[src/rtl/tlb_lru_translate_macros.svh]
// Assertion macros for the TLB translate RTL.
// Included by tlbt_dp, which checks its own logic; depends on nothing else.
`ifndef TLB_LRU_TRANSLATE_MACROS_SVH
`define TLB_LRU_TRANSLATE_MACROS_SVH

// Same-cycle implication, checked while out of reset.
`define TLBT_ASSERT_NOW(label, clk, rst_n, ante, cons, msg) \
  label: assert property (@(posedge clk) disable iff (!rst_n) (ante) |-> (cons)) \
    else $error(msg);

// Next-cycle implication, checked while out of reset.
`define TLBT_ASSERT_NEXT(label, clk, rst_n, ante, cons, msg) \
  label: assert property (@(posedge clk) disable iff (!rst_n) (ante) |=> (cons)) \
    else $error(msg);

`endif

[src/rtl/tlbt_pkg.sv]
// Shared types and constants of the TLB translate block.
// Used by the controller, the datapath and the top level; depends on nothing.
package tlbt_pkg;

  // Fixed field widths of the stream beats and the configuration registers.
  localparam int VA_W      = 32;
  localparam int PAGE_NB_W = 10;
  localparam int FRAME_NB_W = 20;
  localparam int CNT_W     = 32;
  localparam int OFF_W     = 5;
  localparam int ENT_W     = 5;

  // Configuration register indexes and reset values.
  localparam logic REG_PAGE_OFFSET = 1'b0;
  localparam logic REG_TLB_ENTRIES = 1'b1;
  localparam logic [OFF_W-1:0] PAGE_OFFSET_RST = 5'd12;
  localparam logic [ENT_W-1:0] TLB_ENTRIES_RST = 5'd16;

  // Input kinds.
  localparam logic MODE_LOAD   = 1'b0;
  localparam logic MODE_ACCESS = 1'b1;

  // Controller states, one-hot.
  typedef enum logic [2:0] {
    ST_CLEAR = 3'b001,
    ST_IDLE  = 3'b010,
    ST_WORK  = 3'b100
  } state_t;

  // Commands from the controller to the datapath.
  typedef struct packed {
    logic clr_step;   // clear one page table entry
    logic capture;    // take the input beat, start the table read
    logic commit;     // finish the item, update state, load the output register
  } cmd_t;

  // Status from the datapath to the controller.
  typedef struct packed {
    logic clr_last;   // clearing pass is at its last entry
    logic out_free;   // output register can take a result this cycle
  } sts_t;

endpackage

[src/rtl/tlbt_ctrl.sv]
// Controller state machine of the TLB translate block.
// Depends on tlbt_pkg for the state, command and status types.
module tlbt_ctrl (
  input  logic           clk,
  input  logic           rst_n,
  input  logic           in_tvalid,
  output logic           in_tready,
  input  tlbt_pkg::sts_t sts,
  output tlbt_pkg::cmd_t cmd
);

  tlbt_pkg::state_t state_r, state_nxt;

  // Next state and commands.
  always_comb begin
    state_nxt    = state_r;
    cmd          = '0;
    in_tready    = 1'b0;
    case (state_r)
      tlbt_pkg::ST_CLEAR: begin
        cmd.clr_step = 1'b1;
        if (sts.clr_last) begin
          state_nxt = tlbt_pkg::ST_IDLE;
        end
      end
      tlbt_pkg::ST_IDLE: begin
        in_tready = 1'b1;
        if (in_tvalid) begin
          cmd.capture = 1'b1;
          state_nxt   = tlbt_pkg::ST_WORK;
        end
      end
      tlbt_pkg::ST_WORK: begin
        if (sts.out_free) begin
          cmd.commit = 1'b1;
          state_nxt  = tlbt_pkg::ST_IDLE;
        end
      end
      default: begin
        state_nxt = tlbt_pkg::ST_CLEAR;
      end
    endcase
  end

  // State register; reset starts the clearing pass.
  always_ff @(posedge clk) begin
    if (!rst_n) begin
      state_r <= tlbt_pkg::ST_CLEAR;
    end else begin
      state_r <= state_nxt;
    end
  end

endmodule

[config.mk]
export PLATFORM = sky130hd
export DESIGN_NAME = tlbt_ctrl
export DESIGN_NICKNAME = d
export VERILOG_FILES = /design/src/rtl/tlb_lru_translate_macros.svh /design/src/rtl/tlbt_pkg.sv /design/src/rtl/tlbt_ctrl.sv
export SDC_FILE = /design/constraint.sdc
export NUM_CORES = 1
export LEC_CHECK = 0
export ABC_AREA = 1
export BUFFER_PORTS_ARGS = -buffer_cell sky130_fd_sc_hd__buf_4
export CAP_MARGIN = 0
export CORE_AREA = 4 4 41 43
export DETAILED_ROUTE_END_ITERATION = 8
export DIE_AREA = 0 0 45 47
export SLEW_MARGIN = 10
export SYNTH_ARGS = -nofsm -noshare
export SYNTH_HDL_FRONTEND = slang
export SYNTH_SLANG_ARGS = --single-unit
[constraint.sdc]
create_clock -name clk -period 1.6 [get_ports clk]
set_input_delay 0.24 -clock clk [delete_from_list [all_inputs] [get_ports clk]]
set_output_delay 0.24 -clock clk [all_outputs]
set_load 0.02 [all_outputs]
## Yosys cells after proc, flatten, opt, wreduce, memory -nomap -nowiden

Index checks and enable logic that the tools add are counted.

- Input port bits: 5
- Register bits after elaboration: 3
- Output and inout port bits: 4
- Logic and storage cells: 18

- Reductions and logical operators: 1
- Equality and inequality tests: 6
- Muxes and demuxes: 10

Operators by type and width:

| operator | number |
|---|---|
| 2-to-1 mux 3 bit | 3 |
| one-hot mux 3 bit (3 select lines) | 1 |
| 2-to-1 mux 1 bit | 6 |
| != test 2 bit, second input constant | 3 |
| equality test 3 x 1 -> 1 bit, second input constant | 1 |
| equality test 3 x 2 -> 1 bit, second input constant | 1 |
| equality test 3 bit, second input constant | 1 |
| AND reduction 3 bit | 1 |

## Logic depth before layout (Yosys ltp)

Gate-level depths: netlist of the first run.

- Word-level depth: 3
- Mapped depth: 5

## Worst setup path before layout of the first run

Ideal clock, no wire load.

- Path type: register to output
- From: reg state_r[0]
- To: out cmd[1] (netlist name)
- Path slack: 0.543 ns
- Cell stages (with the launch flop): 6
- Arrival: 0.817 ns
- Buffers on the path: 0
- Path through: dfxtp_1 nor2_1 nand2_1 inv_2 nand2_2 inv_1

RTL lines:

| element | line | RTL |
|---|---|---|
| start: declaration | tlbt_ctrl.sv:12 | `tlbt_pkg::state_t state_r, state_nxt;` |
| start signal: assignment | tlbt_ctrl.sv:48 | `state_r <= tlbt_pkg::ST_CLEAR;` |
| start signal: assignment | tlbt_ctrl.sv:50 | `state_r <= state_nxt;` |
| end: declaration | tlbt_ctrl.sv:9 | `output tlbt_pkg::cmd_t cmd` |

==> impl_metrics.yaml, run 1 <==
sta:
  fin_tns_setup_ps: 0
  fmaxAchievable_mhz: 764
  rsz0062_at_grt: "no"
  hold_ws_ps: 227
  slew_viol_final: 0
  min_period_over_period_pct: 81.8
  fin_crit_ps: 1310
  final_hold_viol_count: 0
  finClkSkew_ps: 1.27
  worstMarginPinSlew_ps: 154
  slew_headroom_pct: 89.7
  setup_violations: 0
critical_path:
  r2r_end: "state_r[1]"
  crit_top_cell: "nor2_1"
  crit_type: "reg -> out"
  path_delay_family: "simple AND/OR/NAND/NOR gates"
  cp-end-kind: "output port"
  worstPathRequired_ps: 1360
  critical_path_buf_inv_count: 1
  crit_path_start_kind: "register"
  cpPeakStageDelay_ps: 320
  critical_path.max_fanout: 4
  rrSetupSlack_ps: 720
  startpoint: "state_r[0]"
  crit_chain: "nor2_1 > nand2_1 > nor2_1 > buf_4"
  cpMaxStageDelayCell: "dfxtp_1"
  ff2ff_path_depth: 5
  path_depth: 4
  reg2reg_from: "state_r[2]"
  worstPathArrival_ps: 1070
cts:
  hold_buffers: 0
  clk_path_buf_depth: 2
  cts_resized: 0
  cts_buffers: 3
  post-cts-setup-buffers: 0
  cts_sinks: 3
  h-tree-depth: 1
  cts_tree: "built"
  clk_pin_slew_ps: 40
  worstSkewPairLatency_ps: 230
  root_buffer: "clkbuf_4"
min_path:
  holdCritPathClass: "in -> reg"
  hold_path_depth: 2
  hold_end: "state_r[0]"
  hold_path_startpoint: "rst_n"
power_and_ir_drop:
  worst_ir_drop_vdd_mv: 0.381
  p_leak_nw: 0.164
  p_per_area_nw_per_um2: 1160
floorplanning:
  die_area_um2: 2120
  start_util_pct: 13.6
  die_x_um: 45
  coreArea_um2: 1300
  die_h_um: 47
  io_pins: 9
  rows: 13
cells_and_area:
  diodes: 0
  reg.largest.list: "state_r x3"
  regMostFlops: "state_r"
  final_cell_area_um2: 282
  largest_reg_flops: 3
  nets: 48
  instances_no_fill: 57
  drive_above_1_share_pct: 33.3
  syn2layout_area_growth_pct: 59.6
grt:
  grt_pass1_wl_um: 724
  track_usage_pct: 5.45
  grt_overflow: 0
  antenna_found_initial: 0
  grt_max_degree: 5
  grt_pass1_vias: 191
drt:
  vias: 207
  drc: 0
  drt_iter0_markers: 2
  drtAntennaViolNets: 0
  wl_per_cell_um: 7.86
  viasPerCell: 3.63
  firstDrtPassIters: 3
  wl_um: 448
yosys:
  syn_inst: 30
  syn_nets: 35
  syn-mean-instance-area_um2: 5.88
  synth_area_leaders: "dfxtp_1 34%, nand3_1 17%, inv_1 17%"
  synthesis.area_um2: 176
  synth_top_area_share_pct: 34.0
  yosysWarnings: 0
  ys_types: 8
  synth_top_area_cell: "dfxtp_1"
  synth_seq_cells: 3
  seq_area_frac_synth_pct: 34.0
placement:
  port_buffers: 8
  dp_cells: 53
  placed_cell_area_um2: 255
  hpwlAfterDp_um: 350
  place_congestion: 0.698
outcome:
  status: "finished clean"
job:
  maxCapViolCount: 0
==> metal layers <==
| metal | track usage [%] | up-vias | wire [um] |
|---|---|---|---|
| met5 | 0 | - | 0 |
| met4 | 3.51 | 0 | 0 |
| met3 | 6.51 | 0 | 65 |
| met2 | 5.93 | 9 | 184 |
| met1 | 5.67 | 85 | 198 |
| li1 | - | 113 | - |
==> cells by family after synthesis <==
group	after synthesis	synth area share, %
AOI/OAI and AO/OA	1	4.97
buffers and inverters	9	19.1
DFF	3	34.0
and+or+nand+nor	17	41.8
==> power breakdown <==
part           total (W)  internal [W]  leakage, nW  switching [W]
clock           0.000132     0.0000934       0.0150      0.0000383
sequential     0.0000974     0.0000865       0.0247      0.0000109
combinational  0.0000988     0.0000424        0.124      0.0000564
==> cells in the mapped netlist (all sizes together) <==
| library cell | count |
|---|---|
| nor2 | 7 |
| nand3 | 6 |
| a21oi | 1 |
| dfxtp | 3 |
| inv | 9 |
| nand2 | 4 |
==> layout by cell type (no fill, tap or decap) <==
| master | synthesis | layout |
|---|---|---|
| clkbuf_1 | 0 | 1 |
| buf_4 | 0 | 8 |
| inv_1 | 8 | 8 |
| a21oi_2 | 1 | 1 |
| nand2_1 | 3 | 3 |
| nand2_2 | 1 | 1 |
| nand3_1 | 6 | 6 |
| clkbuf_4 | 0 | 3 |
| nor2_1 | 7 | 7 |
| dfxtp_1 | 3 | 3 |
| inv_2 | 1 | 1 |
==> metrics by stage <==
step           utilization (%)  worst slack [ps]  total power, W
2_1_floorplan                -               543        0.000160
3_3_place_gp              19.6               546        0.000195
3_5_place_dp              19.6               538        0.000198
4_1_cts                   21.6               277        0.000337
5_1_grt                   21.6               200        0.000366
6_report                  21.6               292        0.000328
==> worst max path at each step <==
stage / slack [ps] / end
final: 290 / cmd[0]
after global placement: 550 / cmd[1]
after floorplan: 540 / cmd[1]
after global routing: 200 / cmd[0]
after detailed placement: 540 / cmd[1]
after CTS: 280 / cmd[0]
==> layout make-up <==
class,instances,area (um2)
repair buffers,8,60.1
fillers,166,1020
flip-flops and latches,3,60.1
multi-input cells,18,82.6
well taps,15,18.8
inverters,9,33.8
clock buffers,4,26.3
No activity file was read; power rests on OpenSTA's default activity.
==> run 2: changes to the inputs <==
- clock period: 1.6 -> 1.3 ns (I/O delays scaled with it)
==> run 2 against run 1 <==
  * Sequential cell count stayed put
  * Clock skew rose by 1.5 ps
  * Via count up 2.9%
  * Register-to-register slack got worse by 340 ps
  * Clock power up 26%
  * Power increased by 31%
  * Die area did not move
  * First-iteration DRC count unchanged
  * Largest power group unchanged
  * Utilization is 2.7 points higher
  * Worst hold slack got worse by 72 ps
==> impl_metrics.yaml, run 2 (synthesis results as in run 1) <==
drt:
  drtAntennaViolNets: 0
  drt_iter0_markers: 2
  wl_um: 455
  vias: 213
  viasPerCell: 3.61
  wl_per_cell_um: 7.71
  drc: 0
  firstDrtPassIters: 2
placement:
  hpwlAfterDp_um: 324
  port_buffers: 8
  place_congestion: 0.700
cts:
  clk_pin_slew_ps: 40
  cts_sinks: 3
  hold_buffers: 0
  h-tree-depth: 1
  cts_tree: "built"
  cts_buffers: 3
  worstSkewPairLatency_ps: 240
  root_buffer: "clkbuf_4"
  clk_path_buf_depth: 2
sta:
  worstMarginPinSlew_ps: 125
  setup_violations: 0
  rsz0062_at_grt: "yes"
  final_hold_viol_count: 0
  min_period_over_period_pct: 95.3
  slew_viol_final: 0
  slew_headroom_pct: 91.6
  finClkSkew_ps: 2.79
  hold_ws_ps: 156
  fin_crit_ps: 1240
  fmaxAchievable_mhz: 807
floorplanning:
  rows: 13
  coreArea_um2: 1300
  start_util_pct: 13.6
  die_x_um: 45
  die_area_um2: 2120
  io_pins: 9
  die_h_um: 47
min_path:
  hold_path_startpoint: "rst_n"
  holdCritPathClass: "in -> reg"
critical_path:
  reg2reg_from: "state_r[1]"
  critical_path.max_fanout: 4
  crit_chain: "nor2_1 > nand2_1 > inv_2 > nand2_2 > inv_2 > buf_6"
  worstPathRequired_ps: 1110
  cpPeakStageDelay_ps: 330
  crit_type: "reg -> out"
  crit_top_cell: "inv_2"
  cp-end-kind: "output port"
  worstPathArrival_ps: 1040
  startpoint: "state_r[0]"
  crit_path_start_kind: "register"
  cpMaxStageDelayCell: "dfxtp_2"
power_and_ir_drop:
  swShare_pct: 33.0
  power_w: 0.000431
  worst_ir_drop_vdd_mv: 0.481
  p_leak_nw: 0.176
  p_seq_share_pct: 30.0
  combPwrFrac_pct: 31.6
  p_per_area_nw_per_um2: 1360
  pwr-share-clk_pct: 38.5
  internal_power_w: 0.000288
  switchingPower_w: 0.000142
grt:
  antenna_found_initial: 0
  track_usage_pct: 5.37
  grt_pass1_vias: 191
  grt_max_degree: 5
  grt_pass1_wl_um: 696
  grt_overflow: 0
cells_and_area:
  diodes: 0
  reg.largest.list: "state_r x3"
  final_cell_mix: "9 x buf_4, 7 x inv_1, 6 x nand3_1, 5 x nor2_1"
  largest_reg_flops: 3
  mostFrequentLayoutCell: "buf_4"
  drive_above_1_share_pct: 52.3
  nets: 50
  syn2layout_area_growth_pct: 79.4
  regMostFlops: "state_r"
outcome:
  status: "finished clean"
job:
  maxCapViolCount: 0
-- run 2: stage by stage --
step	std cells	setup WS, ps	TNS (ps)	utilization (%)	instance area, um2
after floorplan	30	288	0	-	176
after global placement	53	292	0	19.6	255
after detailed placement	53	288	0	19.6	255
after CTS	57	25.9	0	21.6	282
after global routing	59	-4.36	-4.36	24.3	317
final	59	60.7	0	24.3	317
-- run 2: final cells by class --
cell class | count | area, um2
well taps | 15 | 18.8
clock buffers | 4 | 26.3
flip-flops and latches | 3 | 63.8
fillers | 162 | 985
repair buffers | 10 | 78.8
inverters | 9 | 33.8
multi-input cells | 18 | 95.1
-- run 2: power by group through the flow --
stage	Combinational, W	Sequential, W	Clock [W]
6_report	0.000136	0.000129	0.000166
5_1_grt	0.000149	0.000133	0.000183
4_1_cts	0.000122	0.000119	0.000175
3_5_place_dp	0.000121	0.000121	0
3_3_place_gp	0.000121	0.000121	0
2_1_floorplan	0.0000793	0.000118	0
-- run 2: metal layers --
| metal | track usage [%] | up-vias | part of all wire (%) | wire (um) |
|---|---|---|---|---|
| met1 | 5.22 | 84 | 42 | 190 |
| met2 | 5.65 | 9 | 39 | 179 |
| li1 | - | 116 | - | - |
| met5 | 0 | - | 0 | 0 |
| met4 | 8.77 | 0 | 5.1 | 23 |
| met3 | 3.83 | 4 | 14 | 62 |
-- run 2: what timing repair did --
item | in CTS | in global routing
resized for setup | 0 | 9
setup endpoints to repair | 0 | 2
buffers inserted | 0 | 2
-- run 2: worst max-delay path, delay by kind of cell, from the launching register on --
kind	cells	cell delay (ps)
AND/OR/NAND/NOR	3	240
flip-flops	1	330
buffers and inverters	3	230
-- run 2: path summary, 6_finish.rpt --
check / endpoint / slack (ps) / depth (start not counted)
max: cmd[1] / 60 / 6
min: state_r[0] / 160 / 2
max reg2reg: state_r[1] / 380 / 5
min reg2reg: state_r[2] / 540 / 2
==> run 3: changes to the inputs <==
- CORE_AREA: 4 4 41 43 -> 2 2 39 41
- DIE_AREA: 0 0 45 47 -> 0 0 41 43
==> run 3 against run 2 <==
  * Sequential cell count unchanged
  * Global-route usage up 0.26 points
  * Combinational power down 11%
  * Final cell count down 1.7%
  * Via count down 7.5%
  * Utilization down 3.5 points
  * Sequential power down 7%
  * Register-to-register slack better by 30 ps
  * Clock-buffer cell count unchanged
  * Maximum frequency up 0.19%
==> impl_metrics.yaml, run 3 (synthesis results as in run 1) <==
cts:
  worstSkewPairLatency_ps: 240
  cts_buffers: 3
  cts_sinks: 3
  root_buffer: "clkbuf_4"
  clk_pin_slew_ps: 40
  cts_tree: "built"
  clk_path_buf_depth: 2
  post-cts-setup-buffers: 0
  h-tree-depth: 1
critical_path:
  path_delay_family: "flip-flops"
  worstPathArrival_ps: 1040
  cpMaxStageDelayCell: "dfxtp_2"
  crit_top_cell: "inv_2"
  crit_type: "reg -> out"
  crit_path_start_kind: "register"
  worstPathRequired_ps: 1110
  cp-end-kind: "output port"
  critical_path.max_fanout: 4
  crit_chain: "nor2_1 > nand2_1 > inv_2 > nand2_2 > inv_2 > buf_6"
  critical_path_buf_inv_count: 3
  cpPeakStageDelay_ps: 320
floorplanning:
  start_util_pct: 12.7
  die_h_um: 43
  coreArea_um2: 1380
  die_area_um2: 1760
  die_x_um: 41
  io_pins: 9
  rows: 14
sta:
  finClkSkew_ps: 1.56
  rsz0062_at_grt: "yes"
  slew_viol_final: 0
  fin_crit_ps: 1240
  fin_tns_setup_ps: 0
  min_period_over_period_pct: 95.1
  final_hold_viol_count: 0
  setup_violations: 0
  worstMarginPinSlew_ps: 133
  fmaxAchievable_mhz: 808
  slew_headroom_pct: 91.1
grt:
  grt_max_degree: 5
  grt_pass1_wl_um: 579
  antenna_found_initial: 0
  track_usage_pct: 5.63
  grt_pass1_vias: 169
  grt_overflow: 0
cells_and_area:
  reg.largest.list: "state_r x3"
  syn2layout_area_growth_pct: 63.1
  drive_above_1_share_pct: 38.1
  largest_reg_flops: 3
  final_cell_mix: "7 x nor2_1, 7 x inv_1, 7 x buf_4, 6 x nand3_1"
  regMostFlops: "state_r"
  diodes: 0
  nets: 48
  instances_no_fill: 58
  final_cell_area_um2: 288
placement:
  port_buffers: 8
  place_congestion: 0.775
  dp_cells: 54
  placed_cell_area_um2: 256
  hpwlAfterDp_um: 297
power_and_ir_drop:
  p_per_area_nw_per_um2: 1420
  p_leak_nw: 0.162
  power_w: 0.000409
  worst_ir_drop_vdd_mv: 0.438
drt:
  vias: 197
  drc: 0
  firstDrtPassIters: 2
  viasPerCell: 3.40
  drt_iter0_markers: 5
  wl_per_cell_um: 6.90
  wl_um: 400
  drtAntennaViolNets: 0
min_path:
  holdCritPathClass: "in -> reg"
outcome:
  status: "finished clean"
job:
  maxCapViolCount: 0
==> run 3: cell types whose count changed in the layout (fill, tap and decap cells not counted) <==
cell,delta
nor2_4,-1
nand2_1,+1
nor2_2,-1
nor2_1,+2
dfxtp_1,+2
dfxtp_2,-2
buf_4,-2
nand2_2,-1
==> run 3: layout make-up <==
class                   count  area (um2)
well taps                  16        20.0
repair buffers              8        63.8
inverters                   9        33.8
flip-flops and latches      3        61.3
multi-input cells          18        82.6
fillers                   156        1100
clock buffers               4        26.3
==> run 3: path summary, 6_finish.rpt <==
path	startpoint	end	slack (ps)	depth (start not counted)
min	rst_n	state_r[0]	160	2
max reg2reg	state_r[2]	state_r[1]	410	5
max	state_r[0]	cmd[1]	60	6
min reg2reg	state_r[2]	state_r[2]	570	2
==> run 3: repair_timing <==
| action | 4_1_cts | 5_1_grt |
|---|---|---|
| resized for setup | 0 | 3 |
| setup endpoints to repair | 0 | 2 |
| hold buffers | 0 | 0 |
==> run 3: stage by stage <==
| stage | util [%] | worst slack (ps) | hold WS [ps] |
|---|---|---|---|
| floorplan | - | 288 | 279 |
| global placement | 18.5 | 294 | 413 |
| detailed placement | 18.5 | 298 | 408 |
| CTS | 20.4 | 39.7 | 161 |
| global route | 20.8 | -7.04 | 171 |
| finish | 20.8 | 63.1 | 156 |
==> run 3: per-layer routing <==
metal / vias to the layer above / share of wire (%) / global-route usage (%)
met5: - / 0 / 0
met4: 0 / 2.5 / 10.0
met3: 2 / 7.8 / 1.57
met2: 9 / 42 / 4.69
met1: 74 / 48 / 7.42
li1: 112 / - / -
==> run 3: worst register-to-register path, delay by kind of cell, from the launching register on <==
family,cells,cell delay (ps)
flops,1,360
buf+inv,1,70
simple gates,4,360
==> run 3: report_power, final <==
part           switching, W  internal [W]  total (W)  leakage, nW
combinational     0.0000680     0.0000533   0.000121        0.122
sequential        0.0000124      0.000108   0.000120       0.0244
clock             0.0000524      0.000115   0.000168       0.0150
total              0.000133      0.000276   0.000409        0.162
